===== src/rtl/lsfo_pkg.sv =====
// ----------------------------------------------------------------------------
// lsfo_pkg: shared types and constants of the log spectral flux onset block
// Field widths, fixed-point constants, register indexes and the structs that
// travel between the pipeline modules.
// ----------------------------------------------------------------------------
package lsfo_pkg;

   localparam int MAX_BINS_DEF = 4096;

   localparam int MAG_W     = 24;  // unsigned Q16.8 magnitude
   localparam int CFG_W     = 13;  // configuration register width
   localparam int CSR_IDX_W = 4;
   localparam int SUM_W     = 28;  // Q16.12 flux sums
   localparam int LOG_W     = 16;  // Q4.12 compressed magnitude
   localparam int V_W       = 28;  // 1 + 10*m in Q.8
   localparam int Z_W       = 31;  // mantissa in Q1.30
   localparam int FRAC_W    = 16;  // log2 fraction bits, one per squaring round
   localparam int EXP_W     = 5;   // leading-one index
   localparam int LN2_W     = 16;
   localparam int ROUND_SH  = 20;

   localparam logic [LN2_W-1:0] LN2_Q16         = 16'd45426;
   localparam logic [V_W-1:0]   V_ONE           = 28'd256;
   localparam logic [EXP_W-1:0] EXP_BIAS        = 5'd8;
   localparam logic [CFG_W-1:0] NUM_BINS_RST    = 13'd513;
   localparam logic [CFG_W-1:0] LOW_BIN_END_RST = 13'd4;
   localparam logic [SUM_W-1:0] SUM_MAX         = '1;

   typedef enum logic [CSR_IDX_W-1:0] {
      CSR_NUM_BINS    = 4'd0,
      CSR_LOW_BIN_END = 4'd1
   } csr_index_type;

   // Per-item control that rides along the pipeline
   typedef struct packed {
      logic valid;
      logic track_start;
      logic frame_end;
      logic add;          // bin 1 and up: counts toward flux
      logic low;          // also counts toward the low band
   } tag_type;

   typedef struct packed {
      logic [SUM_W-1:0] flux;
      logic [SUM_W-1:0] low_band_flux;
   } result_type;

endpackage


===== src/rtl/lsfo_req_if.sv =====
// ----------------------------------------------------------------------------
// lsfo_req_if: request channel
// Valid/ready channel carrying one spectral bin magnitude per request.
// ----------------------------------------------------------------------------
interface lsfo_req_if
   import lsfo_pkg::*;
();
   logic             valid;
   logic             ready;
   logic [MAG_W-1:0] magnitude;
   logic             track_start;

   modport source (output valid, output magnitude, output track_start, input ready);
   modport sink   (input valid, input magnitude, input track_start, output ready);
endinterface


===== src/rtl/lsfo_csr_if.sv =====
// ----------------------------------------------------------------------------
// lsfo_csr_if: configuration write channel
// Valid/ready channel carrying a register index and write data.
// ----------------------------------------------------------------------------
interface lsfo_csr_if
   import lsfo_pkg::*;
();
   logic                 valid;
   logic                 ready;
   logic [CSR_IDX_W-1:0] index;
   logic [CFG_W-1:0]     data;

   modport source (output valid, output index, output data, input ready);
   modport sink   (input valid, input index, input data, output ready);
endinterface


===== src/rtl/lsfo_front.sv =====
// ----------------------------------------------------------------------------
// lsfo_front: configuration registers, bin counter and input register
// Tags every accepted request with its bin, frame end and band membership.
// ----------------------------------------------------------------------------
module lsfo_front
   import lsfo_pkg::*;
#(
   parameter  int MAX_BINS = MAX_BINS_DEF,
   localparam int BIN_W    = $clog2(MAX_BINS)
) (
   input  logic             clock,
   input  logic             reset,
   input  logic             advance,
   lsfo_req_if.sink         req,
   lsfo_csr_if.sink         csr,
   output logic [MAG_W-1:0] mag,
   output tag_type          tag,
   output logic [BIN_W-1:0] bin
);

   localparam logic [CFG_W-1:0] MIN_BINS = CFG_W'(2);
   localparam logic [CFG_W:0]   MAX_LAST = (CFG_W+1)'(MAX_BINS - 1);
   localparam logic [CFG_W:0]   MAX_NB   = (CFG_W+1)'(MAX_BINS);

   logic [CFG_W-1:0] num_bins_ff;
   logic [CFG_W-1:0] low_bin_end_ff;
   logic [BIN_W-1:0] bin_cnt_ff, bin_cnt_in;
   logic [MAG_W-1:0] mag_ff;
   tag_type          tag_ff, tag_in;
   logic [BIN_W-1:0] bin_ff;
   logic [BIN_W-1:0] cur_bin;
   logic [CFG_W:0]   last_bin;
   logic             accept;

   assign req.ready = advance;
   assign csr.ready = 1'b1;
   assign accept    = req.valid && advance;

   always_ff @(posedge clock) begin
      if (reset) begin
         num_bins_ff    <= NUM_BINS_RST;
         low_bin_end_ff <= LOW_BIN_END_RST;
      end else if (csr.valid && csr.ready) begin
         unique case (csr.index)
            CSR_NUM_BINS:    num_bins_ff    <= csr.data;
            CSR_LOW_BIN_END: low_bin_end_ff <= csr.data;
            default: ;
         endcase
      end
   end

   // Clamp the frame length to [2, MAX_BINS]
   always_comb begin
      priority if (num_bins_ff < MIN_BINS) begin
         last_bin = (CFG_W+1)'(1);
      end else if ({1'b0, num_bins_ff} > MAX_NB) begin
         last_bin = MAX_LAST;
      end else begin
         last_bin = {1'b0, num_bins_ff} - (CFG_W+1)'(1);
      end
   end

   always_comb begin
      cur_bin            = req.track_start ? '0 : bin_cnt_ff;
      tag_in.valid       = req.valid;
      tag_in.track_start = req.track_start;
      tag_in.frame_end   = (CFG_W+1)'(cur_bin) >= last_bin;
      tag_in.add         = cur_bin != '0;
      tag_in.low         = (cur_bin != '0) && ((CFG_W+1)'(cur_bin) < {1'b0, low_bin_end_ff});
      bin_cnt_in         = tag_in.frame_end ? '0 : cur_bin + 1'b1;
   end

   always_ff @(posedge clock) begin
      if (reset) begin
         bin_cnt_ff <= '0;
         tag_ff     <= '0;
      end else if (advance) begin
         tag_ff <= tag_in;
         if (accept) begin
            bin_cnt_ff <= bin_cnt_in;
         end
      end
   end

   always_ff @(posedge clock) begin
      if (advance) begin
         mag_ff <= req.magnitude;
         bin_ff <= cur_bin;
      end
   end

   assign mag = mag_ff;
   assign tag = tag_ff;
   assign bin = bin_ff;

endmodule


===== src/flat_wrapper.sv =====
// flat-port wrapper written by rule: the top's interface ports become plain ports
module lsfo_front_flat import lsfo_pkg::*;
#(
   parameter  int MAX_BINS = MAX_BINS_DEF,
   localparam int BIN_W    = $clog2(MAX_BINS)
)
  (clock, reset, advance, mag, tag, bin, req_valid, req_magnitude, req_track_start, req_ready, csr_valid, csr_index, csr_data, csr_ready);
  lsfo_req_if req_i ();
  lsfo_csr_if csr_i ();
  input  logic clock;
  input  logic reset;
  input  logic advance;
  output logic [MAG_W-1:0] mag;
  output tag_type tag;
  output logic [BIN_W-1:0] bin;
  input wire logic [$bits(req_i.valid)-1:0] req_valid;
  input wire logic [$bits(req_i.magnitude)-1:0] req_magnitude;
  input wire logic [$bits(req_i.track_start)-1:0] req_track_start;
  output wire logic [$bits(req_i.ready)-1:0] req_ready;
  input wire logic [$bits(csr_i.valid)-1:0] csr_valid;
  input wire logic [$bits(csr_i.index)-1:0] csr_index;
  input wire logic [$bits(csr_i.data)-1:0] csr_data;
  output wire logic [$bits(csr_i.ready)-1:0] csr_ready;
  assign req_i.valid = req_valid;
  assign req_i.magnitude = req_magnitude;
  assign req_i.track_start = req_track_start;
  assign req_ready = req_i.ready;
  assign csr_i.valid = csr_valid;
  assign csr_i.index = csr_index;
  assign csr_i.data = csr_data;
  assign csr_ready = csr_i.ready;
  lsfo_front #(.MAX_BINS(MAX_BINS)) u_core (.clock(clock), .reset(reset), .advance(advance), .req(req_i), .csr(csr_i), .mag(mag), .tag(tag), .bin(bin));
endmodule

===== config.mk =====
export PLATFORM = sky130hd
export DESIGN_NAME = lsfo_front_flat
export DESIGN_NICKNAME = d
export VERILOG_FILES = /design/src/rtl/lsfo_pkg.sv /design/src/rtl/lsfo_req_if.sv /design/src/rtl/lsfo_csr_if.sv /design/src/rtl/lsfo_front.sv /design/src/flat_wrapper.sv
export SDC_FILE = /design/constraint.sdc
export NUM_CORES = 1
export LEC_CHECK = 0
export BUFFER_PORTS_ARGS = -buffer_cell sky130_fd_sc_hd__buf_2
export CORE_ASPECT_RATIO = 0.9
export CORE_MARGIN = 1
export CORE_UTILIZATION = 50
export CTS_BUF_LIST = sky130_fd_sc_hd__clkbuf_4 sky130_fd_sc_hd__clkbuf_8
export DETAILED_ROUTE_END_ITERATION = 7
export PLACE_DENSITY_LB_ADDON = 0.25
export REMOVE_ABC_BUFFERS = 1
export SLEW_MARGIN = 40
export SYNTH_ARGS = -nofsm -noshare
export SYNTH_HDL_FRONTEND = slang
export SYNTH_SLANG_ARGS = --single-unit

===== constraint.sdc =====
create_clock -name clock -period 2.7 [get_ports clock]
set_input_delay 0 -clock clock [delete_from_list [all_inputs] [get_ports clock]]
set_output_delay 0 -clock clock [all_outputs]
set_load 0.03 [all_outputs]

==> results of run 1 <==
[through the flow]
stage	setup TNS [ns]	total power, mW
global placement	-0.4679	1.619
global route	-3.380	2.741
detailed placement	-2.348	1.628
CTS	-0.6224	2.665
finish	-1.096	2.645
floorplan	-0.1535	1.492
[flip-flops by register name, indices dropped and copies added (netlist names)]
register,cells
u_core.bin,12
u_core.num_bins_ff,13
u_core.tag,5
u_core.bin_cnt_ff,12
u_core.mag,24
u_core.low_bin_end_ff,13
[power by group]
part	switching, mW	internal, mW	leakage (nW)	total (mW)
sequential	0.0156	1.30	0.702	1.31
clock	0.457	0.532	0.111	0.989
combinational	0.203	0.139	1.56	0.342
total	0.676	1.97	2.37	2.64
[path summary, 6_finish.rpt]
path / startpoint / to / slack [ns] / depth (start not counted)
setup / recovery: u_core.num_bins_ff[2] / u_core.bin_cnt_ff[0] / -0.14 / 14
hold / removal: csr_index[0] / u_core.low_bin_end_ff[2] / 0.03 / 3
setup reg to reg: u_core.num_bins_ff[2] / u_core.bin_cnt_ff[0] / -0.14 / 14
hold reg to reg: u_core.tag[4] / u_core.tag[4] / 0.47 / 2
[placed cells by master (no fill, tap or decap), drive strengths merged, types with 2 or more instances in the layout]
master / instances
or3: 2
o21ai: 17
clkbuf: 9
nand2: 17
nand3b: 4
a21oi: 14
nor2: 42
nand3: 9
nor3: 8
nor2b: 14
nor4: 5
buf: 120
mux2: 3
a22oi: 4
xnor2: 4
a31oi: 5
mux2i: 26
a21o: 3
dfxtp: 43
nand2b: 6
inv: 25
xor2: 6
edfxtp: 36
bufinv: 2
and3: 4
o31ai: 2
o21a: 2
ha: 27
nor3b: 3
nand4b: 3
dlygate4sd3: 38
o41ai: 2
a211o: 4
nand4: 5
[cell families after synthesis]
kind of cell,Yosys count
buffers and inverters,39
muxes,29
adders and majority gates,27
DFF,79
AOI/OAI and AO/OA,58
other,1
xor gates and xnor gates,10
and+or+nand+nor,125
[layer usage]
metal | vias to the layer above | part of all wire, % | wire length, um | GRT usage [%]
met5 | - | 0 | 0 | 0
met4 | 0 | 1.1 | 102 | 7.163
met3 | 10 | 4.7 | 440 | 5.466
met2 | 89 | 49 | 4569 | 39.79
met1 | 1553 | 45 | 4214 | 29.59
li1 | 1620 | - | - | -
[worst min-delay path: stages]
cell,delay [ns]
buf_2,0.12
and3_1,0.16
a211o_1,0.09
[timing repair]
action                                  CTS  global route
endpoints found under the setup margin   13            13
hold buffers                             38             0
gates resized for setup                  18            15
hold endpoints to repair                 52             0
pin swaps                                 7             9
setup buffers                             1             0
[area by class of cell]
cell class                 count  area (um2)  share of cell area [%]
timing repair buffer         158        1076                   20.24
inverter                      22       82.58                   1.553
sequential                    79        1944                   36.56
multi-input combinational    250        1872                   35.20
clock inverter                 7       102.6                   1.929
clock buffer                   9       123.9                   2.329
tap                           93       116.4                   2.188
==> results.json, run 1 <==
{
  "fin_util_pct": 73.28,
  "drive_gt1_share_pct": 31.05,
  "synthFlopType": "dfxtp_1",
  "power_density_nw_per_um2": 497.4,
  "cts_tree": "yes",
  "crit_fanout": 7,
  "synth_area_leaders": "edfxtp_1 28%, dfxtp_1 22%, ha_1 8.8%",
  "worst_ir_drop_vdd_mv": 0.3934,
  "syn_area_um2": 3851,
  "critical-path-top-delay-family": "compound AO/OA/AOI/OAI gates",
  "critical_path.max_stage_delay_ns": 0.34,
  "drcViolationCount": 0,
  "max_freq_mhz": 351.8,
  "h-tree-depth": 3,
  "leakage_nw": 2.374,
  "crit_slowest_cell": "dfxtp_1",
  "grt_pass1_vias": 3131,
  "async_flop_share_pct": 0,
  "viasPerCell": 5.294,
  "synth_top_family_by_area": "simple AND/OR/NAND/NOR gates",
  "wl_um": 9326,
  "core-area_um2": 7257,
  "gp_congestion": 0.8494,
  "routedWlPerCell_um": 15.09,
  "clk_latency_ns": 0.35,
  "overflow": 0,
  "synth_compound_area_share_pct": 9.389,
  "worstSetupPathType": "flip-flop to flip-flop",
  "fin_nets": 594,
  "violations": "setup timing",
  "die_area_um2": 8058,
  "crit_required_ns": 2.99,
  "io_pins": 90,
  "grt_first_pass_wirelength_um": 14540,
  "whs_ns": 0.03437,
  "cts_sinks": 79,
  "synth_enable_flop_cells": 36,
  "worst_setup_path_end_kind": "flip-flop",
  "ys.warnings.count": 0,
  "setup_viol": 13,
  "ys_ff_latch": 79,
  "crit_top_cell": "buf_4",
  "clockBufferDepth": 2,
  "finalHoldViolCount": 0,
  "port-buffer-count": 88,
  "synthSimpleGateAreaFrac_pct": 17.12,
  "drt_first_pass_iters": 4,
  "drt-initial-drc-count": 109,
  "synth_xor_area_share_pct": 2.274,
  "status": "complete, but fails checks",
  "dp_hpwl_um": 6361,
  "cp-start-kind": "flip-flop",
  "design_area_um2": 5318,
  "cp.arrival_ns": 3.13,
  "yosysTopAreaCellShare_pct": 28.07,
  "post_layout_nonfiller_instances": 618,
  "clk_pin_slew_ns": 0.09,
  "rows": 29,
  "area_delta_synth_final_pct": 38.08,
  "dp_cells": 563,
  "die_h_um": 85.26,
  "die_width_um": 94.51,
  "synthAdderAreaFrac_pct": 8.772,
  "seq_area_frac_synth_pct": 50.42,
  "preCtsSetupSlack_ns": -0.2250,
  "worst-path-buf-inv": 3,
  "postRouteAntennaNets": 0,
  "synthTopCellsByCount": "43 x dfxtp_1, 42 x nor2_1, 36 x edfxtp_1, 27 x ha_1, 26 x mux2i_1",
  "yosys.area.top_type": "edfxtp_1",
  "tightest_slew_ns": 0.7405,
  "synth_mux_area_share_pct": 7.635,
  "fin_crit_ns": 2.843,
  "track_usage_pct": 23.46,
  "cts_root_buffer": "clkbuf_8",
  "initial_utilization_pct": 53.07,
  "grt_antenna_before_repair": 0,
  "numCtsBuffers": 9,
  "synth.most_common_cell": "dfxtp_1",
  "drv_slew": 0,
  "num_vias": 3272,
  "nFillCells": 533,
  "synth_area_per_cell_um2": 10.47,
  "setup_slack_ns": -0.1428,
  "synthCells": 368,
  "grt_max_degree": 48,
  "placed_area_um2": 4579,
  "ys_types": 46,
  "max_cap_viol_count": 0,
  "rsz0062_at_grt": "true",
  "antenna_cells": 0,
  "slew_headroom_pct": 50.51,
  "crit_chain": "nor3_2 > buf_4 > nand4b_1 > buf_4 > o21a_4 > o21ai_2 > ha_4 > a21oi_2 > nor2b_1 > a2111oi_2 > a31o_4 > buf_4 > nand4_1 > a21oi_1",
  "min_path_type": "input pin to flip-flop",
  "finClkSkew_ns": 0.01107,
  "fin_crit_sh_pct": 105.3
}
(Power assumes the default switching activity.)
==> run 2, diff against run 1 <==
Settings changed: BUFFER_PORTS_ARGS -buffer_cell sky130_fd_sc_hd__buf_2 to unset, CTS_CLUSTER_SIZE set to 40, DONT_BUFFER_PORTS set to 1.
==> run 2 against run 1 <==
  * The run ends with hold timing, setup timing left
  * Clock-buffer cell count unchanged
  * Worst hold slack got worse by 0.33 ns
  * Cell count down 12%
  * Utilization decreased by 4.4 points
  * Clock power down 11%
  * Critical endpoint is now u_core.tag[2]
  * Largest cell class unchanged
==> results.json, run 2 (synthesized netlist as in run 1, its figures left out) <==
{
  "status": "complete, but fails checks",
  "violations": "hold timing, setup timing",
  "tightest_slew_ns": 0.7272,
  "fin_nets": 521,
  "min_path_type": "input pin to flip-flop",
  "clockBufferDepth": 2,
  "largest_reg_flops": 24,
  "finClkSkew_ns": 0.009468,
  "cts_sinks": 79,
  "port-buffer-count": 0,
  "finalHoldViolCount": 14,
  "die_width_um": 94.51,
  "cp.arrival_ns": 3.16,
  "initial_utilization_pct": 53.07,
  "critical-path-top-delay-family": "simple AND/OR/NAND/NOR gates",
  "max_freq_mhz": 350.3,
  "cts_tree": "yes",
  "clk_latency_ns": 0.36,
  "leakage_nw": 2.154,
  "layout_commonest_cell": "dlygate4sd3_1",
  "fin_total_pwr_mw": 2.451,
  "power_density_nw_per_um2": 490.8,
  "max_cap_viol_count": 0,
  "area_delta_synth_final_pct": 29.69,
  "track_usage_pct": 23.23,
  "grt_first_pass_wirelength_um": 14280,
  "cp-start-kind": "flip-flop",
  "routedWlPerCell_um": 16.52,
  "worst-path-buf-inv": 1,
  "crit_required_ns": 3.01,
  "worst_setup_path_end_kind": "flip-flop",
  "rows": 29,
  "grt_antenna_before_repair": 0,
  "crit_chain": "nor4_4 > nand4b_1 > o21a_2 > nand3b_1 > ha_1 > nand2b_4 > nand3_2 > a211o_1 > a31o_4 > buf_12 > mux2_4 > nor2_2",
  "clk_pin_slew_ns": 0.09,
  "whs_ns": -0.2916,
  "crit_fanout": 8,
  "io_pins": 90,
  "setup_slack_ns": -0.1544,
  "grt_pass1_vias": 2984,
  "setup.worst_path.start": "u_core.num_bins_ff[8]",
  "drv_slew": 0,
  "min_from": "reset",
  "critical_path.max_stage_delay_ns": 0.34,
  "num_vias": 3000,
  "fin_crit_ns": 2.854,
  "die_area_um2": 8058,
  "fin_crit_sh_pct": 105.7,
  "fin_util_pct": 68.83,
  "antenna_cells": 0,
  "overflow": 0,
  "wl_um": 9005,
  "die_h_um": 85.26,
  "h-tree-depth": 3,
  "grt_max_degree": 46,
  "final_cell_mix": "56 x dlygate4sd3_1, 42 x dfxtp_1, 41 x nor2_1",
  "setup_viol": 10,
  "drcViolationCount": 0,
  "core-area_um2": 7257,
  "crit_slowest_cell": "dfxtp_2",
  "gp_congestion": 0.8240,
  "numCtsBuffers": 9,
  "drt_first_pass_iters": 4,
  "dp_hpwl_um": 5877,
  "worstSetupPathType": "flip-flop to flip-flop",
  "worst_ir_drop_vdd_mv": 0.2392,
  "cts-hold-fix-buffers": 57,
  "cts_root_buffer": "clkbuf_8",
  "r2r-start": "u_core.num_bins_ff[8]",
  "rsz0062_at_grt": "true",
  "slew_headroom_pct": 51.40,
  "drt-initial-drc-count": 146,
  "viasPerCell": 5.505,
  "drive_gt1_share_pct": 14.60,
  "postRouteAntennaNets": 0
}
-- run 2: cell types whose count changed in the layout (fill, tap and decap cells not counted), moves of 3 or more --
cell,change
buf_2,-87
ha_1,+3
o21ai_0,+3
a22oi_2,-3
dlygate4sd3_1,+18
buf_4,-7
a22oi_1,+3
inv_8,+4
-- run 2: through the flow --
stage               std cells  TNS (ns)  hold WS, ns  cell area (um2)  setup slack [ns]
finish                    545   -0.6354      -0.2916             4995           -0.1544
CTS                       544    -1.114      -0.3119             4908           -0.1694
detailed placement        468    -2.640    0.0009412             4086           -0.2551
floorplan                 351   -0.1535            0             3769          -0.06797
global placement          468   -0.4438    0.0009085             4086          -0.08815
global route              545    -2.891      -0.3124             4995           -0.3142
-- run 2: area by class of cell --
type                    count  area [um2]
inverters                  22       82.58
clock inverters             7       70.07
fillers                   575        2262
clock buffers               9       123.9
well taps                  93       116.4
repair buffers             84       813.3
multi-input cells         251        1846
flip-flops and latches     79        1943
-- run 2: per-layer routing --
layer / vias up / global-route usage (%) / share of wire (%)
met5: - / 0 / 0
met4: 0 / 7.025 / 1.2
met3: 10 / 6.989 / 7.6
met2: 100 / 38.34 / 48
met1: 1412 / 29.19 / 43
li1: 1478 / - / -
-- run 2: timing repair --
item	in CTS	in global routing
pin swaps	5	9
cloned	1	1
setup buffers	2	0
resized for setup	8	16
setup endpoints to repair	13	13
hold endpoints to repair	113	14
-- run 2: power breakdown --
| group | internal (mW) | switching [mW] |
|---|---|---|
| registers | 1.30 | 0.102 |
| clock network | 0.366 | 0.515 |
| logic | 0.0907 | 0.0754 |
-- run 2: worst paths after layout --
check	endpoint	slack [ns]	cells past startpoint
setup / recovery	u_core.tag[2]	-0.15	12
hold / removal	u_core.bin_cnt_ff[5]	-0.29	1
setup reg to reg	u_core.tag[2]	-0.15	12
hold reg to reg	u_core.bin_cnt_ff[0]	0.48	2
-- run 2: worst reg2reg max path: stages, from the launching register on --
cell      delay [ns]
dfxtp_2         0.34
nor4_4          0.30
nand4b_1        0.21
o21a_2          0.30
nand3b_1        0.17
ha_1            0.28
nand2b_4        0.11
nand3_2         0.07
a211o_1         0.27
a31o_4          0.27
buf_12          0.14
mux2_4          0.26
nor2_2          0.08
