--- src/rtl/lsfo_pkg.sv ---
// ----------------------------------------------------------------------------
// lsfo_pkg: shared types and constants of the log spectral flux onset block
// Field widths, fixed-point constants, register indexes and the structs that
// travel between the pipeline modules.
// ----------------------------------------------------------------------------
package lsfo_pkg;

   localparam int MAX_BINS_DEF = 4096;

   localparam int MAG_W     = 24;  // unsigned Q16.8 magnitude
   localparam int CFG_W     = 13;  // configuration register width
   localparam int CSR_IDX_W = 4;
   localparam int SUM_W     = 28;  // Q16.12 flux sums
   localparam int LOG_W     = 16;  // Q4.12 compressed magnitude
   localparam int V_W       = 28;  // 1 + 10*m in Q.8
   localparam int Z_W       = 31;  // mantissa in Q1.30
   localparam int FRAC_W    = 16;  // log2 fraction bits, one per squaring round
   localparam int EXP_W     = 5;   // leading-one index
   localparam int LN2_W     = 16;
   localparam int ROUND_SH  = 20;

   localparam logic [LN2_W-1:0] LN2_Q16         = 16'd45426;
   localparam logic [V_W-1:0]   V_ONE           = 28'd256;
   localparam logic [EXP_W-1:0] EXP_BIAS        = 5'd8;
   localparam logic [CFG_W-1:0] NUM_BINS_RST    = 13'd513;
   localparam logic [CFG_W-1:0] LOW_BIN_END_RST = 13'd4;
   localparam logic [SUM_W-1:0] SUM_MAX         = '1;

   typedef enum logic [CSR_IDX_W-1:0] {
      CSR_NUM_BINS    = 4'd0,
      CSR_LOW_BIN_END = 4'd1
   } csr_index_type;

   // Per-item control that rides along the pipeline
   typedef struct packed {
      logic valid;
      logic track_start;
      logic frame_end;
      logic add;          // bin 1 and up: counts toward flux
      logic low;          // also counts toward the low band
   } tag_type;

   typedef struct packed {
      logic [SUM_W-1:0] flux;
      logic [SUM_W-1:0] low_band_flux;
   } result_type;

endpackage

--- src/rtl/lsfo_rsp_if.sv ---
// ----------------------------------------------------------------------------
// lsfo_rsp_if: result channel
// Valid/ready channel carrying the flux sums of one frame.
// ----------------------------------------------------------------------------
interface lsfo_rsp_if
   import lsfo_pkg::*;
();
   logic             valid;
   logic             ready;
   logic [SUM_W-1:0] flux;
   logic [SUM_W-1:0] low_band_flux;

   modport source (output valid, output flux, output low_band_flux, input ready);
   modport sink   (input valid, input flux, input low_band_flux, output ready);
endinterface

--- src/rtl/lsfo_out_buf.sv ---
// ----------------------------------------------------------------------------
// lsfo_out_buf: two-entry result buffer
// Holds frame results for the receiver; the pipeline runs while it has room.
// ----------------------------------------------------------------------------
module lsfo_out_buf
   import lsfo_pkg::*;
(
   input  logic        clock,
   input  logic        reset,
   input  logic        push,
   input  result_type  push_data,
   output logic        room,
   lsfo_rsp_if.source  rsp
);

   localparam int DEPTH = 2;
   localparam int PTR_W = $clog2(DEPTH);
   localparam int CNT_W = $clog2(DEPTH + 1);

   result_type       slot_ff [DEPTH];
   logic [PTR_W-1:0] wr_ptr_ff, rd_ptr_ff;
   logic [CNT_W-1:0] count_ff, count_in;
   logic             pop;

   assign room              = count_ff != CNT_W'(DEPTH);
   assign rsp.valid         = count_ff != '0;
   assign rsp.flux          = slot_ff[rd_ptr_ff].flux;
   assign rsp.low_band_flux = slot_ff[rd_ptr_ff].low_band_flux;
   assign pop               = rsp.valid && rsp.ready;

   always_comb begin
      unique case ({push, pop})
         2'b10:   count_in = count_ff + 1'b1;
         2'b01:   count_in = count_ff - 1'b1;
         default: count_in = count_ff;
      endcase
   end

   always_ff @(posedge clock) begin
      if (reset) begin
         wr_ptr_ff <= '0;
         rd_ptr_ff <= '0;
         count_ff  <= '0;
      end else begin
         count_ff <= count_in;
         if (push) begin
            wr_ptr_ff <= wr_ptr_ff + 1'b1;
         end
         if (pop) begin
            rd_ptr_ff <= rd_ptr_ff + 1'b1;
         end
      end
   end

   always_ff @(posedge clock) begin
      if (push) begin
         slot_ff[wr_ptr_ff] <= push_data;
      end
   end

endmodule

--- src/flat_wrapper.sv ---
// flat-port wrapper written by rule: the top's interface ports become plain ports
module lsfo_out_buf_flat import lsfo_pkg::*;
  (clock, reset, push, push_data, room, rsp_valid, rsp_flux, rsp_low_band_flux, rsp_ready);
  lsfo_rsp_if rsp_i ();
  input  logic clock;
  input  logic reset;
  input  logic push;
  input  result_type push_data;
  output logic room;
  output wire logic [$bits(rsp_i.valid)-1:0] rsp_valid;
  output wire logic [$bits(rsp_i.flux)-1:0] rsp_flux;
  output wire logic [$bits(rsp_i.low_band_flux)-1:0] rsp_low_band_flux;
  input wire logic [$bits(rsp_i.ready)-1:0] rsp_ready;
  assign rsp_valid = rsp_i.valid;
  assign rsp_flux = rsp_i.flux;
  assign rsp_low_band_flux = rsp_i.low_band_flux;
  assign rsp_i.ready = rsp_ready;
  lsfo_out_buf u_core (.clock(clock), .reset(reset), .push(push), .push_data(push_data), .room(room), .rsp(rsp_i));
endmodule
--- config.mk ---
export PLATFORM = sky130hd
export DESIGN_NAME = lsfo_out_buf_flat
export DESIGN_NICKNAME = d
export VERILOG_FILES = /design/src/rtl/lsfo_pkg.sv /design/src/rtl/lsfo_rsp_if.sv /design/src/rtl/lsfo_out_buf.sv /design/src/flat_wrapper.sv
export SDC_FILE = /design/constraint.sdc
export NUM_CORES = 1
export LEC_CHECK = 0
export BUFFER_PORTS_ARGS = -buffer_cell sky130_fd_sc_hd__buf_2
export CAP_MARGIN = 30
export CORE_ASPECT_RATIO = 1.5
export CORE_UTILIZATION = 46
export CTS_CLUSTER_DIAMETER = 50
export DETAILED_ROUTE_END_ITERATION = 8
export MAX_ROUTING_LAYER = met4
export PLACE_DENSITY = 0.72
export SYNTH_ARGS = -nofsm -noshare
export SYNTH_HDL_FRONTEND = slang
export SYNTH_SLANG_ARGS = --single-unit
--- constraint.sdc ---
create_clock -name clock -period 3.4 [get_ports clock]
set_input_delay 0.51 -clock clock [delete_from_list [all_inputs] [get_ports clock]]
set_output_delay 0.51 -clock clock [all_outputs]
set_load 0.005 [all_outputs]
==> impl_metrics.json, run 1 <==
{
  "ctsHoldBuffers": 0,
  "fin_crit_ns": 2.47,
  "max_clock_freq_ghz": 0.405,
  "ys.flop_type": "edfxtp_1",
  "grt_pass1_vias": 2336,
  "port_buffers": 117,
  "pwr_density_cell_nw_per_um2": 754,
  "synth.most_common_cell": "edfxtp_1",
  "crit_type": "reg -> out",
  "drtIter0Drc": 63,
  "synth_top_cell_area_share_pct": 79.2,
  "arrival_ns": 1.96,
  "ys_warn_count": 0,
  "drtPass1Iterations": 4,
  "die-area_um2": 9630,
  "clk_path_buf_depth": 2,
  "synth_seq_area_share_pct": 81.5,
  "synth_top_cell_by_area": "edfxtp_1",
  "hold_violations": 0,
  "antenna_found_initial": 0,
  "cts_sinks": 117,
  "remaining_drc_errors": 0,
  "crit_chain": "buf_12 > mux2_2 > buf_2",
  "critical-path-top-delay-family": "flip-flops",
  "start_util_pct": 47.8,
  "synthTopCellsByCount": "112 x edfxtp_1, 45 x mux2_1, 11 x mux2_2",
  "hold_ws_ns": 0.301,
  "crit_path_max_incr_delay_ns": 0.76,
  "root_buffer": "clkbuf_16",
  "io_pins": 118,
  "maxCapViolations": 0,
  "ys_top_cells_by_area": "edfxtp_1 79%, mux2_1 12%, mux2_2 2.9%",
  "slowest_stage": "dfxtp_2",
  "wirelength_um": 7210,
  "power.leakage_nw": 2.15,
  "avgSynthCellArea_um2": 21.6,
  "die_w_um": 80.5,
  "cts_buffers": 17,
  "synth_edf_count": 112,
  "clk_pin_slew_worst_paths_ns": 0.05,
  "drive_gt1_share_pct": 47.5,
  "cts_tree": "built",
  "postCtsResizedCells": 0,
  "slew_viol_final": 0,
  "yosysUniqueCellTypes": 18,
  "cts_htree_levels": 4,
  "worst_pin_slew_ns": 0.769,
  "relSlewSlack_pct": 48.7,
  "path_buf_inv": 2,
  "grt.overflow.total": 0,
  "via_per_inst": 4.85,
  "clk_latency_ns": 0.39,
  "async_flop_share_pct": 0,
  "netlist_area_um2": 4250,
  "status": "completed",
  "setup_tns_ns": 0,
  "peakVddDrop_mv": 0.622,
  "syn_nets": 258,
  "antenna_cells": 0,
  "via_count": 2197,
  "nets": 391,
  "routabilityCongestion": 0.676,
  "totalPowerFinal_w": 0.00423,
  "grt_pass1_wl_um": 10900,
  "rows": 42,
  "cp-start-kind": "register",
  "postCtsSetupRepairBufs": 0,
  "area_growth_pct": 32.0,
  "min_period_over_period_pct": 72.7,
  "place_hpwl_um": 4600,
  "required_ns": 2.89,
  "rsz0062_at_grt": "false",
  "wl_per_cell_um": 15.9,
  "cp_max_fo": 30,
  "ys_ff_latch": 117,
  "fp.dieH_um": 120,
  "skew_ns": 0.00725,
  "track_usage_pct": 16.7,
  "syn_inst": 197,
  "setup.worst_path.end_class": "output port",
  "setup_viol": 0,
  "grt_max_degree": 57,
  "fillCellCount": 655,
  "antenna_left": 0,
  "coreArea_um2": 8880,
  "hp-class": "in -> reg"
}
[registers in the layout, summed over array words and instances (netlist names), named ones only]
| register | cells |
|---|---|
| u_core.slot_ff | 112 |
| u_core.rd_ptr_ff | 1 |
| u_core.wr_ptr_ff | 1 |
| u_core.count_ff | 2 |
[routing by layer]
layer,share of wire (%),vias up,global-route usage (%)
met5,0,-,-
met4,1.2,0,7.59
met3,4.3,6,5.55
met2,59,64,30.5
met1,35,1089,14.9
li1,-,1038,-
[final timing paths]
kind,start,to,slack [ns],cells after the start
hold reg to reg,u_core.rd_ptr_ff,u_core.rd_ptr_ff,0.52,2
setup / recovery,register,rsp_flux[25],0.93,3
hold / removal,push_data[26],u_core.slot_ff[0][26],0.30,1
setup reg to reg,u_core.wr_ptr_ff,u_core.slot_ff[1][16],1.75,2
[stage by stage]
stage	std cells	area (um^2)	utilization, %	worst slack (ns)
floorplan	197	4250	-	0.0102
global placement	421	4990	56.2	1.29
detailed placement	421	4990	56.2	1.29
CTS	453	5610	63.1	0.858
global route	453	5610	63.1	0.816
finish	453	5610	63.1	0.928
[layout by cell type (no fill, tap or decap), drive strengths merged]
| cell type | count |
|---|---|
| bufinv | 5 |
| xnor2 | 3 |
| buf | 120 |
| clkinv | 8 |
| a21oi | 1 |
| nand2b | 1 |
| or3 | 1 |
| nor2 | 5 |
| o21a | 1 |
| clkbuf | 19 |
| xor2 | 1 |
| o21ai | 1 |
| inv | 1 |
| mux2 | 56 |
| dfxtp | 5 |
| and2 | 1 |
| ha | 1 |
| or2 | 1 |
| edfxtp | 112 |
[layout make-up]
type                    count  area [um^2]  share of cell area, %
inverters                   1         3.75                 0.0669
well taps                 110          138                   2.45
clock inverters            13          186                   3.32
clock buffers              19          433                   7.72
repair buffers            120          633                   11.3
multi-input cells          73          749                   13.4
flip-flops and latches    117         3460                   61.8
[power by group]
group          total, W  switching [W]  internal [W]
clock           0.00184       0.000556       0.00128
sequential      0.00178      0.0000801       0.00170
combinational  0.000610       0.000269      0.000341
[kinds of logic (layout without fill, tap and decap cells)]
| kind of cell | count (synthesis) | after routing | synth area share, % |
|---|---|---|---|
| muxes | 56 | 56 | 14.8 |
| adders and majority gates | 1 | 1 | 0.295 |
| and+or+nand+nor | 9 | 9 | 1.03 |
| xor gates and xnor gates | 4 | 4 | 0.825 |
| DFF | 117 | 117 | 81.5 |
| AOI/OAI and AO/OA | 3 | 3 | 0.442 |
| buffers and inverters | 7 | 153 | 1.03 |
Power figures use the tool's default switching activity.
==> run 2, diff against run 1 <==
Clock period 3.4 ns to 2 ns, I/O delays scaled along.
==> run 2 against run 1 <==
  * Combinational power is 84% higher
  * Worst setup slack worse by 0.74 ns
  * Clock skew hardly changed
  * Cell count is 0.66% higher
  * Core utilization is 0.49 points lower
  * Sequential cell count stayed put
  * Clock-buffer cell count is 2 lower
  * First-iteration DRC count is 29% higher
  * Power is 63% higher
  * Die area stayed put
  * Design area is 0.78% lower
  * Critical endpoint is now rsp_low_band_flux[10]
==> impl_metrics.json, run 2 (synthesized netlist as in run 1, its figures left out) <==
{
  "pwr_density_cell_nw_per_um2": 1240,
  "via_count": 2251,
  "cts_htree_levels": 4,
  "nets": 394,
  "cts_buffers": 17,
  "grt-busiest-layer": "met2",
  "antenna_cells": 0,
  "required_ns": 1.70,
  "max_clock_freq_ghz": 0.553,
  "coreArea_um2": 8880,
  "routabilityCongestion": 0.767,
  "grt.overflow.total": 0,
  "via_per_inst": 4.94,
  "area_growth_pct": 31.0,
  "crit_chain": "buf_4 > mux2_1 > buf_2",
  "power.leakage_nw": 2.11,
  "slowest_stage": "mux2_1",
  "ctsHoldBuffers": 0,
  "worst_pin_slew_ns": 0.452,
  "largest_register_ffs": 112,
  "skew_ns": 0.00696,
  "cts_tree": "built",
  "grt_max_degree": 38,
  "cp-start-kind": "register",
  "clk_pin_slew_worst_paths_ns": 0.05,
  "drive_gt1_share_pct": 48.6,
  "root_buffer": "clkbuf_16",
  "fin_crit_ns": 1.81,
  "arrival_ns": 1.51,
  "fp.dieH_um": 120,
  "regMostFlops": "u_core.slot_ff",
  "layout_commonest_cell": "buf_2",
  "remaining_drc_errors": 0,
  "hp-class": "in -> reg",
  "globalRouteMet2Util_pct": 32.0,
  "setup.worst_path.end_class": "output port",
  "status": "completed",
  "cp_max_fo": 19,
  "clk_latency_ns": 0.40,
  "cts_sinks": 117,
  "grt_util_met1_pct": 14.7,
  "postCtsResizedCells": 0,
  "relSlewSlack_pct": 69.9,
  "met3_usage_pct": 6.39,
  "hold_ws_ns": 0.0826,
  "crit_type": "reg -> out",
  "port_buffers": 117,
  "crit_path_max_incr_delay_ns": 0.36,
  "io_pins": 118,
  "place_hpwl_um": 5090,
  "hold_path_depth": 1,
  "antenna_left": 0,
  "rows": 42,
  "grt_pass1_wl_um": 11200,
  "seq_area_um2": 3460,
  "setup_viol": 0,
  "hold_violations": 0,
  "multi_input_area_um2": 749,
  "drtIter0Drc": 81,
  "setup_tns_ns": 0,
  "drtPass1Iterations": 4,
  "slew_viol_final": 0,
  "die_w_um": 80.5,
  "maxCapViolations": 0,
  "fillCellCount": 669,
  "grt_pass1_vias": 2363,
  "reg2reg_slack_ns": 0.55,
  "rr_worst_depth": 4,
  "wl_per_cell_um": 16.7,
  "peakVddDrop_mv": 0.885,
  "min_period_over_period_pct": 90.4,
  "start_util_pct": 47.8,
  "postCtsSetupRepairBufs": 0,
  "clk_path_buf_depth": 2,
  "final_cell_mix": "117 x buf_2, 112 x edfxtp_1, 45 x mux2_1, 17 x clkbuf_16, 11 x mux2_2",
  "reg.largest.list": "u_core.slot_ff (112), u_core.count_ff (2)",
  "antenna_found_initial": 0,
  "track_usage_pct": 17.5,
  "die-area_um2": 9630,
  "rsz0062_at_grt": "false",
  "wirelength_um": 7600
}
-- run 2: final cells by class --
cell class                 instances  share of cell area (%)
clock inverter                    15                    2.52
timing repair buffer             123                    11.6
clock buffer                      17                    7.65
sequential                       117                    62.3
multi-input combinational         73                    13.5
inverter                           1                  0.0675
tap                              110                    2.47
-- run 2: final timing paths --
check                          start                    end
setup reg to reg  u_core.count_ff[0]     u_core.count_ff[1]
hold reg to reg     u_core.rd_ptr_ff       u_core.rd_ptr_ff
hold / removal         push_data[41]  u_core.slot_ff[1][41]
setup / recovery            register  rsp_low_band_flux[10]
-- run 2: per-layer routing --
layer,wire [um],up-vias
met1,2530,1109
met5,0,-
met4,167,0
met2,4560,76
li1,-,1053
met3,344,13
-- run 2: power by group --
group | switching, W | total (W) | internal (W)
logic | 0.000533 | 0.00112 | 0.000591
registers | 0.0000651 | 0.00295 | 0.00288
clock network | 0.00100 | 0.00281 | 0.00181
total | 0.00160 | 0.00688 | 0.00528
-- run 2: per-stage QoR --
stage | std cells | instance area, um^2 | total power, W | utilization (%) | setup WS [ns]
floorplan | 197 | 4260 | 0.00365 | - | 0.404
global placement | 424 | 5000 | 0.00411 | 56.3 | 0.606
detailed placement | 424 | 5000 | 0.00415 | 56.3 | 0.563
CTS | 456 | 5560 | 0.00697 | 62.7 | 0.161
global route | 456 | 5560 | 0.00717 | 62.7 | 0.122
finish | 456 | 5560 | 0.00688 | 62.7 | 0.192
-- run 2: worst max-delay path, delay by kind of cell (launching register included) --
kind / cells / cell delay [ns]
buf+inv: 2 / 0.40
flops: 1 / 0.35
mux: 1 / 0.36
==> run 3, diff against run 2 <==
Settings changed: ABC_AREA set to 1, CORE_UTILIZATION 46 to 47, PLACE_DENSITY 0.72 to 0.73.
Clock period 2 ns to 1.6 ns, I/O delays scaled along.
==> run 3 against run 2 <==
  * The flow now finishes with violations (negative setup slack)
  * Worst hold slack got worse by 0.056 ns
  * Clock power increased by 14%
  * Clock skew decreased by 0.00055 ns
  * Highest routed layer unchanged
  * Worst setup slack got worse by 0.32 ns
  * Largest cell class unchanged
  * Global-route usage decreased by 0.33 points
==> impl_metrics.json, run 3 <==
{
  "die_w_um": 81.4,
  "grt_max_degree": 51,
  "hp-class": "in -> reg",
  "yosysUniqueCellTypes": 14,
  "setup.worst_path.end_class": "output port",
  "synthTopCellsByCount": "112 x edfxtp_1, 40 x mux2_4, 16 x mux2_2",
  "ys.flop_type": "edfxtp_1",
  "hold_end": "u_core.slot_ff[1][41]",
  "pwr_density_cell_nw_per_um2": 1300,
  "synth_edf_count": 112,
  "rows": 43,
  "postCtsSetupRepairBufs": 0,
  "wirelength_um": 7880,
  "syn_inst": 211,
  "skew_ns": 0.00640,
  "switching_share_pct": 20.4,
  "io_pins": 118,
  "ys_warn_count": 0,
  "cts_tree": "built",
  "synth_top_cell_by_area": "edfxtp_1",
  "root_buffer": "clkbuf_16",
  "grt_pass1_vias": 2393,
  "antenna_found_initial": 1,
  "synth_seq_area_share_pct": 78.0,
  "arrival_ns": 1.49,
  "switchingPower_w": 0.00163,
  "coreArea_um2": 9200,
  "ys_top_cells_by_area": "edfxtp_1 76%, mux2_4 14%, mux2_2 4.1%",
  "ys_ff_latch": 117,
  "slew_viol_final": 0,
  "max_clock_freq_ghz": 0.579,
  "synth_top_cell_area_share_pct": 75.7,
  "place_hpwl_um": 5010,
  "worst_r2r_endpoint": "u_core.count_ff[1]",
  "seqPwrFrac_pct": 45.5,
  "synth.most_common_cell": "edfxtp_1",
  "routabilityCongestion": 0.768,
  "reg.largest.list": "u_core.slot_ff (112), u_core.count_ff (2)",
  "via_count": 2325,
  "p_clk_share_pct": 40.0,
  "clk_pin_slew_worst_paths_ns": 0.05,
  "drtPass1Iterations": 8,
  "path_buf_inv": 2,
  "async_flop_share_pct": 0,
  "port_buffers": 117,
  "power.leakage_nw": 2.43,
  "setup_ws_ns": -0.127,
  "hold_start": "push_data[41]",
  "violations": "negative setup slack",
  "netlist_area_um2": 4440,
  "cts_sinks": 117,
  "drtIter0Drc": 66,
  "area_growth_pct": 37.6,
  "die-area_um2": 9850,
  "start_util_pct": 48.3,
  "rr_worst_depth": 10,
  "reg2reg_slack_ns": 0.19,
  "critical-path-top-delay-family": "flip-flops",
  "via_per_inst": 4.91,
  "regMostFlops": "u_core.slot_ff",
  "min_period_over_period_pct": 108,
  "avgSynthCellArea_um2": 21.1,
  "crit_chain": "buf_12 > mux2_2 > buf_2",
  "cts_buffers": 17,
  "track_usage_pct": 17.1,
  "wl_per_cell_um": 16.6,
  "cp-start-kind": "register",
  "status": "complete, but fails checks",
  "cts_htree_levels": 4,
  "fin_crit_ns": 1.73,
  "post_dp_cell_area_um2": 5220,
  "layout_commonest_cell": "edfxtp_1",
  "fin_util_pct": 66.4,
  "worst_pin_slew_ns": 0.287,
  "hold_violations": 0,
  "final_cell_mix": "112 x edfxtp_1, 70 x buf_2, 48 x mux2_4, 47 x buf_6, 19 x clkbuf_16",
  "hold_path_depth": 1,
  "grt.overflow.total": 0,
  "crit_path_max_incr_delay_ns": 0.42,
  "relSlewSlack_pct": 80.9,
  "grt_pass1_wl_um": 11300,
  "slowest_stage": "dfxtp_4",
  "syn_nets": 272,
  "clk_latency_ns": 0.40,
  "peakVddDrop_mv": 0.984,
  "required_ns": 1.36,
  "drive_gt1_share_pct": 57.3,
  "rsz0062_at_grt": "true",
  "clk_path_buf_depth": 2,
  "maxCapViolations": 0,
  "remaining_drc_errors": 0,
  "largest_register_ffs": 112,
  "intPower_w": 0.00633,
  "comb_power_share_pct": 14.5,
  "fp.dieH_um": 121,
  "cp_max_fo": 15,
  "setup_viol": 56,
  "nets": 411,
  "final_area_um2": 6110,
  "antenna_left": 0,
  "pre_cts_ws_ns": 0.217,
  "rr_startpoint": "u_core.count_ff[0]",
  "crit_type": "reg -> out"
}
==> run 3: worst max path at each step <==
stage / from / to / depth (start not counted)
floorplan: u_core.wr_ptr_ff / u_core.slot_ff[1][0] / 2
global placement: register / rsp_flux[7] / 3
detailed placement: u_core.count_ff[0] / u_core.count_ff[1] / 10
CTS: register / rsp_flux[7] / 3
global route: register / rsp_flux[19] / 3
finish: register / rsp_flux[19] / 3
==> run 3: power groups by stage <==
stage                     registers (W)  clock network [W]  logic (W)
final                           0.00362            0.00319    0.00115
after global routing            0.00363            0.00339    0.00124
after CTS                       0.00361            0.00325    0.00105
after detailed placement        0.00367                  0   0.000908
after global placement          0.00365                  0   0.000887
after floorplan                 0.00365                  0   0.000553
==> run 3: area by class of cell <==
cell class,count,area [um^2]
fill,644,3090
multi-input combinational,79,923
inverter,9,37.5
tap,112,140
clock buffer,21,440
clock inverter,9,63.8
antenna,1,2.50
timing repair buffer,126,1030
sequential,117,3470
==> run 3: metal layers <==
metal / GRT usage [%] / share of wire, %
met5: - / 0
met4: 10.4 / 3.4
met3: 6.54 / 5.0
met2: 29.7 / 58
met1: 15.0 / 34
==> run 3: worst reg2reg max path: stages, from the launching register on <==
cell,delay [ns]
dfxtp_1,0.33
inv_1,0.13
nand2_1,0.08
nand2_1,0.09
inv_1,0.06
ha_1,0.31
inv_1,0.06
nand2_1,0.06
nor2_1,0.03
nor2_1,0.10
nor2_1,0.06
==> run 3: per-stage QoR <==
stage	hold WS (ns)	total power (W)	setup TNS (ns)	std cells
floorplan	0.312	0.00420	0	211
global placement	0.421	0.00454	0	440
detailed placement	0.415	0.00458	0	440
CTS	0.0140	0.00791	-6.58	471
global route	0.00966	0.00826	-8.63	474
finish	0.0269	0.00796	-5.61	474
==> run 3: timing repair <==
action,4_1_cts,5_1_grt
endpoints found under the setup margin,56,56
pin swaps,0,0
hold buffers,1,0
cloned,0,2
hold endpoints to repair,1,0
gates resized for setup,32,23
==> run 3: cells by family after synthesis <==
family | Yosys count | share of synthesized area (%)
compound gates | 3 | 0.338
fa+ha+maj | 1 | 0.282
flops | 117 | 78.0
simple gates | 19 | 1.69
buf+inv | 15 | 2.14
mux | 56 | 17.6
